`src/hw/rtl/slrg_pkg.sv`:
```
package slrg_pkg;

    // Seed and output word
    localparam int SEED_W = 31;
    typedef logic [SEED_W-1:0] seed_t;

    // Lehmer constants: multiplier 16807, modulus 2^31 - 1
    localparam int    MUL_W    = 15;
    localparam int    PROD_W   = SEED_W + MUL_W;
    localparam seed_t LEH_MOD  = seed_t'(2147483647);
    localparam logic [MUL_W-1:0] LEH_MUL = MUL_W'(16807);
    localparam seed_t SEED_RST = seed_t'(50);
    localparam seed_t SEED_ONE = seed_t'(1);

    // Shuffle table geometry (depth is a power of two)
    localparam int TBL_AW     = 5;
    localparam int TBL_DEPTH  = 1 << TBL_AW;
    localparam int LOW_W      = SEED_W - TBL_AW;
    localparam int WARM_STEPS = TBL_DEPTH + 8;
    localparam int CNT_W      = $clog2(WARM_STEPS + 1);

    typedef logic [TBL_AW-1:0] tbl_addr_t;
    typedef logic [CNT_W-1:0]  step_cnt_t;

    typedef enum logic [2:0] {
        ST_IDLE,
        ST_WMUL,
        ST_WFOLD,
        ST_AMUL,
        ST_AFOLD
    } state_t;

    // floor(held * N / (N + 2^31 - 2)) with N = 2^TBL_AW.
    // The estimate held >> LOW_W is exact or one too large; one compare settles it.
    function automatic tbl_addr_t shuffle_index(input seed_t held);
        tbl_addr_t           q0;
        logic [2*TBL_AW-1:0] lhs;
        seed_t               rhs;
        q0  = held[SEED_W-1 -: TBL_AW];
        lhs = (2*TBL_AW)'(q0) * (2*TBL_AW)'(TBL_DEPTH - 2);
        rhs = {held[LOW_W-1:0], {TBL_AW{1'b0}}};
        if (SEED_W'(lhs) <= rhs)
        begin
            return q0;
        end
        return q0 - 1'b1;
    endfunction

    // Zero and the modulus itself would stick at zero: take them as one
    function automatic seed_t seed_clean(input seed_t s);
        if (s == '0 || s == LEH_MOD)
        begin
            return SEED_ONE;
        end
        return s;
    endfunction

endpackage

```
`src/hw/rtl/slrg_ram.sv`:
```
module slrg_ram #(
    parameter int WIDTH = 31,
    parameter int DEPTH = 32
) (
    input  logic                     clk,
    input  logic                     we,
    input  logic [$clog2(DEPTH)-1:0] waddr,
    input  logic [WIDTH-1:0]         wdata,
    input  logic                     re,
    input  logic [$clog2(DEPTH)-1:0] raddr,
    output logic [WIDTH-1:0]         rdata
);

    logic [WIDTH-1:0] mem [DEPTH];

    // Write port
    always_ff @(posedge clk)
    begin
        if (we)
        begin
            mem[waddr] <= wdata;
        end
    end

    // Registered read port
    always_ff @(posedge clk)
    begin
        if (re)
        begin
            rdata <= mem[raddr];
        end
    end

endmodule

```
`src/hw/rtl/slrg_lehmer.sv`:
```
module slrg_lehmer (
    input  logic           clk,
    input  logic           load,
    input  slrg_pkg::seed_t seed,
    output slrg_pkg::seed_t next_seed
);
    import slrg_pkg::*;

    logic [PROD_W-1:0] prod_reg;
    logic [SEED_W:0]   fold_sum;

    // Register the product seed * 16807
    always_ff @(posedge clk)
    begin
        if (load)
        begin
            prod_reg <= PROD_W'(seed) * PROD_W'(LEH_MUL);
        end
    end

    // Fold modulo 2^31 - 1: high part plus low part, one subtract
    always_comb
    begin
        fold_sum = (SEED_W+1)'(prod_reg[PROD_W-1:SEED_W])
                 + (SEED_W+1)'(prod_reg[SEED_W-1:0]);
        if (fold_sum >= (SEED_W+1)'(LEH_MOD))
        begin
            next_seed = SEED_W'(fold_sum - (SEED_W+1)'(LEH_MOD));
        end
        else
        begin
            next_seed = fold_sum[SEED_W-1:0];
        end
    end

endmodule

```
`src/hw/rtl/shuffled_lehmer_random_generator.sv`:
```
// Shuffled Lehmer random generator: minimal-standard Lehmer sequence
// (x' = 16807 x mod 2^31-1) read through a 32-entry shuffle table.
// Request channel: start with command and seed_value, taken when busy is low.
// command 0 asks for the next number, command 1 reseeds from seed_value
// (zero or the modulus taken as one) and then gives a number.
// Result channel: random_value is shown for one cycle with valid high.
// A next-number request passes a multiply state and then a fold state,
// and its result is shown in the fold state; busy drops in that result
// cycle, so a new request can be taken alongside each result. Each Lehmer
// step has a multiply state and a fold state; the table read in the
// multiply state and the write-back in the fold state share one memory.
// A reseed first adds 40 warm-up steps, each a multiply and a fold.
// After reset the stored seed is 50 and the first request reseeds whatever its
// command (command 0 from that seed). The table itself is not cleared by reset.
// The receiver cannot stall: every result must be taken in its valid cycle.
module shuffled_lehmer_random_generator (
    input  logic            clk,
    input  logic            rst_n,
    input  logic            start,
    output logic            busy,
    input  logic            command,
    input  slrg_pkg::seed_t seed_value,
    output logic            valid,
    output slrg_pkg::seed_t random_value
);
    import slrg_pkg::*;

    state_t    state_reg, state_next;
    step_cnt_t cnt_reg, cnt_next;
    seed_t     seed_reg, seed_next;
    seed_t     held_reg, held_next;

    logic      accept;
    logic      reseed_req;
    seed_t     held_live;
    seed_t     step_val;
    seed_t     rd_data;
    logic      lehmer_load;
    logic      tbl_we;
    tbl_addr_t tbl_waddr;
    seed_t     tbl_wdata;
    logic      tbl_re;
    tbl_addr_t tbl_raddr;
    step_cnt_t cnt_dec;

    slrg_lehmer u_lehmer (
        .clk       (clk),
        .load      (lehmer_load),
        .seed      (seed_reg),
        .next_seed (step_val)
    );

    slrg_ram #(
        .WIDTH (SEED_W),
        .DEPTH (TBL_DEPTH)
    ) u_table (
        .clk   (clk),
        .we    (tbl_we),
        .waddr (tbl_waddr),
        .wdata (tbl_wdata),
        .re    (tbl_re),
        .raddr (tbl_raddr),
        .rdata (rd_data)
    );

    // Request acceptance; held value as it stands after this cycle's update
    always_comb
    begin
        accept     = start && !busy;
        held_live  = (state_reg == ST_AFOLD) ? rd_data : held_reg;
        reseed_req = command || (held_live == '0);
        cnt_dec    = cnt_reg - 1'b1;
    end

    // Next state
    always_comb
    begin
        state_next = state_reg;
        case (state_reg)
            ST_IDLE:
            begin
                if (accept)
                begin
                    state_next = reseed_req ? ST_WMUL : ST_AMUL;
                end
            end
            ST_WMUL:
            begin
                state_next = ST_WFOLD;
            end
            ST_WFOLD:
            begin
                state_next = (cnt_reg == step_cnt_t'(1)) ? ST_AMUL : ST_WMUL;
            end
            ST_AMUL:
            begin
                state_next = ST_AFOLD;
            end
            ST_AFOLD:
            begin
                if (accept)
                begin
                    state_next = reseed_req ? ST_WMUL : ST_AMUL;
                end
                else
                begin
                    state_next = ST_IDLE;
                end
            end
            default:
            begin
                state_next = ST_IDLE;
            end
        endcase
    end

    // Outputs and memory controls
    always_comb
    begin
        busy        = 1'b1;
        valid       = 1'b0;
        lehmer_load = 1'b0;
        tbl_we      = 1'b0;
        tbl_waddr   = cnt_dec[TBL_AW-1:0];
        tbl_wdata   = step_val;
        tbl_re      = 1'b0;
        tbl_raddr   = shuffle_index(held_reg);
        case (state_reg)
            ST_IDLE:
            begin
                busy = 1'b0;
            end
            ST_WMUL:
            begin
                lehmer_load = 1'b1;
            end
            ST_WFOLD:
            begin
                tbl_we = (cnt_reg <= step_cnt_t'(TBL_DEPTH));
            end
            ST_AMUL:
            begin
                lehmer_load = 1'b1;
                tbl_re      = 1'b1;
            end
            ST_AFOLD:
            begin
                busy      = 1'b0;
                valid     = 1'b1;
                tbl_we    = 1'b1;
                tbl_waddr = shuffle_index(held_reg);
            end
            default:
            begin
                busy = 1'b1;
            end
        endcase
    end

    assign random_value = rd_data;

    // Seed, held value and warm-up count
    always_comb
    begin
        seed_next = seed_reg;
        held_next = held_reg;
        cnt_next  = cnt_reg;
        case (state_reg)
            ST_IDLE:
            begin
                if (accept && reseed_req)
                begin
                    seed_next = seed_clean(command ? seed_value : seed_reg);
                    cnt_next  = step_cnt_t'(WARM_STEPS);
                end
            end
            ST_WFOLD:
            begin
                seed_next = step_val;
                cnt_next  = cnt_dec;
                if (cnt_reg == step_cnt_t'(1))
                begin
                    held_next = step_val;
                end
            end
            ST_AFOLD:
            begin
                held_next = rd_data;
                seed_next = step_val;
                if (accept && reseed_req)
                begin
                    seed_next = seed_clean(seed_value);
                    cnt_next  = step_cnt_t'(WARM_STEPS);
                end
            end
            default:
            begin
                seed_next = seed_reg;
            end
        endcase
    end

    // Hold control state
    always_ff @(posedge clk or negedge rst_n)
    begin
        if (!rst_n)
        begin
            state_reg <= ST_IDLE;
            cnt_reg   <= '0;
            seed_reg  <= SEED_RST;
            held_reg  <= '0;
        end
        else
        begin
            state_reg <= state_next;
            cnt_reg   <= cnt_next;
            seed_reg  <= seed_next;
            held_reg  <= held_next;
        end
    end

endmodule

```
`config.mk`:
```
export PLATFORM = sky130hd
export DESIGN_NAME = shuffled_lehmer_random_generator
export DESIGN_NICKNAME = d
export VERILOG_FILES = /design/src/hw/rtl/slrg_pkg.sv /design/src/hw/rtl/slrg_ram.sv /design/src/hw/rtl/slrg_lehmer.sv /design/src/hw/rtl/shuffled_lehmer_random_generator.sv
export SDC_FILE = /design/constraint.sdc
export NUM_CORES = 2
export LEC_CHECK = 0
export BUFFER_PORTS_ARGS = -buffer_cell sky130_fd_sc_hd__buf_4
export CAP_MARGIN = 20
export CORE_MARGIN = 5
export CORE_UTILIZATION = 60
export DETAILED_ROUTE_END_ITERATION = 8
export GPL_TIMING_DRIVEN = 0
export PLACE_DENSITY = 0.73
export SLEW_MARGIN = 15
export SYNTH_ARGS = -nofsm -noshare
export SYNTH_HDL_FRONTEND = slang
export SYNTH_SLANG_ARGS = --single-unit
export TNS_END_PERCENT = 100
```
`constraint.sdc`:
```
create_clock -name clk -period 9.8 [get_ports clk]
set_input_delay 2.94 -clock clk [delete_from_list [all_inputs] [get_ports clk]]
set_output_delay 2.94 -clock clk [all_outputs]
set_load 0.01 [all_outputs]
```
==> flow_summary_export.csv <==
group,metric,value,unit
global_routing,grt_first_pass_wirelength,228000,um
clock_tree,cts_resized,0,
synthesis,yosys-top-cells-area,"edfxtp_1 59%, nand2_1 5.7%, ha_1 5.2%",
setup_path,critPathLaunchType,"flop",
global_routing,antenna_found_initial,7,
timing,rsz0062_at_grt,"no",
clock_tree,postCtsHoldBufs,0,
placement,portBuffers,66,
synthesis,synth.top_cell.area_share,0.592,
finish,largest_reg_flops,992,
timing,whs,0.514,ns
route,vias,37200,
route,routedWlPerCell,27.1,um
synthesis,yosysSeqAreaShare,0.625,
clock_tree,h-tree-depth,3,
clock_tree,cts_root_buf,"clkbuf_16",
setup_path,r2r-start,"held_reg[28]",
synthesis,synth_largest_area_cell,"edfxtp_1",
synthesis,async_flop_share,0.0623,
clock_tree,postCtsSetupBuffers,0,
timing,maxSlewHeadroom,0.173,
timing,worstMarginPinSlew,1.23,ns
synthesis,synth_fp_nets,4665,
global_routing,grt_start_max_net_pins,72,
finish,final_util,0.684,
route,dr.pass1.iters,6,
placement,placedCellCount,5552,
synthesis,synth_area_per_cell,12.7,um2
timing,setup_tns,0,ns
synthesis,postSynthCellCount,4262,
setup_path,worst-setup-path-type,"reg2reg",
min_path,holdCritPathClass,"reg2reg",
clock_tree,clk-insertion-delay-late,0.69,ns
global_routing,grt_usage,0.316,
finish,nets,4904,
clock_tree,clock_sinks,1140,
route,ant_nets,0,
placement,dp_hpwl,110000,um
synthesis,ys_ff_latch,1140,
outcome,outcome,"complete, no violations",
setup_path,required,10.13,ns
timing,period_needed,7.86,ns
route,drc,0,
floorplanning,die-area,96500,um2
synthesis,yosys_most_used_dff,"edfxtp_1",
clock_tree,clockBufferDepth,3,
route,drt-initial-drc-count,5276,
timing,post-route-period-util,0.802,
synthesis,yosysWarnings,0,
route,routed_wl,156000,um
finish,area_delta_synth_final,13.3,%
timing,finalHoldViolations,0,
route,viasPerCell,6.44,
min_path,holdCritStartpoint,"held_reg[18]",
setup_path,end_kind,"flop",
setup_path,critPathLaunch,"held_reg[28]",
synthesis,synth_edf_count,1069,
floorplanning,start_util,0.603,
clock_tree,tritoncts,"yes",
floorplanning,die_height,311,um
floorplanning,rows,110,
job,maxCapViolCount,0,
setup_path,cp_max_fo,10,
floorplanning,fp.dieW,311,um
floorplanning,num_io_pins,68,
synthesis,syn_area,54200,um2
placement,gp_congestion,0.957,
setup_path,cp.arrival,8.19,ns
timing,max_freq,127,MHz
timing,slew_violations,0,
finish,fin_cells,5769,
clock_tree,cts_buffers,108,
clock_tree,cts.clk_slew.worst_paths,0.06,ns
timing,setup_viol,0,
synthesis,synth_cell_types,85,
floorplanning,core,89900,um2
finish,drive_gt1_frac,0.0902,
global_routing,grt_pass1_vias,35900,
global_routing,overflow,0,
timing,finClkSkew,0.0199,ns
-- layout make-up --
type                       count  area (um2)
buffer                       201         843
antenna                        1        2.50
clock buffer                 129        2790
inverter                     286        1070
fill                        6233       28400
clock inverter                72         671
sequential                  1140       33900
tap                         1176        1470
multi-input combinational   2635       18900
timing repair buffer         129        1850
-- cells in the mapped netlist (all sizes together), types with 9 or more instances --
cell type  number
and2           15
a21oi          72
nor2b          13
mux2i         130
nor4           62
a22oi          49
inv           286
xnor2          55
buf            70
nor3           30
fa            141
and4            9
a21o           42
nand2b         10
a31oi         126
ha            227
clkbuf        131
a211oi         14
a32oi         127
and3           19
edfxtp       1069
nand4          36
or3             9
nand2         830
nor2           93
dfrtp          68
xor2           30
o21ai         102
o21a           15
o21bai         10
nand3         276
-- metrics by stage --
step	worst slack, ns	cell area (um2)
after floorplan	3.48	54200
after global placement	0.642	56200
after detailed placement	2.17	57700
after CTS	2.16	61200
after global routing	1.92	61400
final	1.94	61400
-- cell usage in the layout, fill, tap and decap left out, types with 14 or more instances in the layout --
cell | synthesis | final
a22oi_1 | 49 | 49
nor2_1 | 93 | 46
buf_2 | 44 | 47
buf_12 | 0 | 19
nand4_1 | 36 | 36
nand2_1 | 829 | 829
xor2_1 | 30 | 30
a21oi_1 | 70 | 70
xnor2_1 | 52 | 50
nor2_4 | 0 | 47
a31oi_1 | 126 | 126
edfxtp_1 | 1069 | 1069
and3_1 | 19 | 19
buf_16 | 0 | 28
and2_1 | 15 | 14
clkbuf_16 | 0 | 111
clkinv_1 | 0 | 30
buf_1 | 20 | 20
mux2i_1 | 130 | 129
inv_1 | 285 | 284
a21o_1 | 42 | 42
nand3_1 | 276 | 276
o21a_1 | 15 | 15
fa_1 | 141 | 141
nor4_1 | 62 | 61
buf_4 | 3 | 72
clkbuf_1 | 131 | 151
clkinv_2 | 0 | 20
nor3_1 | 30 | 30
o21ai_1 | 38 | 35
ha_1 | 227 | 227
o21ai_0 | 62 | 62
dfrtp_1 | 68 | 68
a32oi_1 | 127 | 127
-- final timing paths --
kind	end	slack, ns	cells past startpoint
worst max-delay path	u_table.rdata[2]	1.94	21
max in group asynchronous	seed_reg[0]	6.82	1
min in group asynchronous	held_reg[22]	2.38	1
worst min-delay path	held_reg[18]	0.51	2
worst min register to register	held_reg[18]	0.51	2
worst max register to register	u_table.rdata[2]	1.94	21
-- critical path: stages, from the launching register on --
cell	delay, ns
dfrtp_1	0.58
fa_1	0.53
fa_1	0.55
inv_1	0.06
fa_1	0.45
inv_1	0.07
a21oi_1	0.06
o21bai_1	0.23
xor2_1	0.21
ha_1	0.28
o21a_1	0.12
o21a_1	0.16
o21a_1	0.19
o21ai_2	0.35
xnor2_1	0.24
buf_2	0.38
buf_2	0.49
buf_1	0.94
nand2_1	0.12
a32oi_1	0.25
a31oi_1	0.25
nor4_1	0.97
-- cell families after synthesis --
kind of cell | count (synthesis) | share of synthesized area
DFF | 1140 | 0.625
xor gates and xnor gates | 85 | 0.0141
buffers and inverters | 487 | 0.0353
muxes | 133 | 0.0246
adders and majority gates | 368 | 0.104
AOI/OAI and AO/OA | 623 | 0.0808
and+or+nand+nor | 1426 | 0.116
-- metal layers --
metal	track usage	part of all wire	vias to the layer above
li1	-	-	16200
met2	0.473	0.44	2433
met3	0.0869	0.13	364
met1	0.451	0.38	18200
met5	0	0.00011	-
met4	0.116	0.040	2
Power is left out: the tool's default activity adds up to more than one toggle a clock period on the data nets, which glitch-free logic cannot reach.
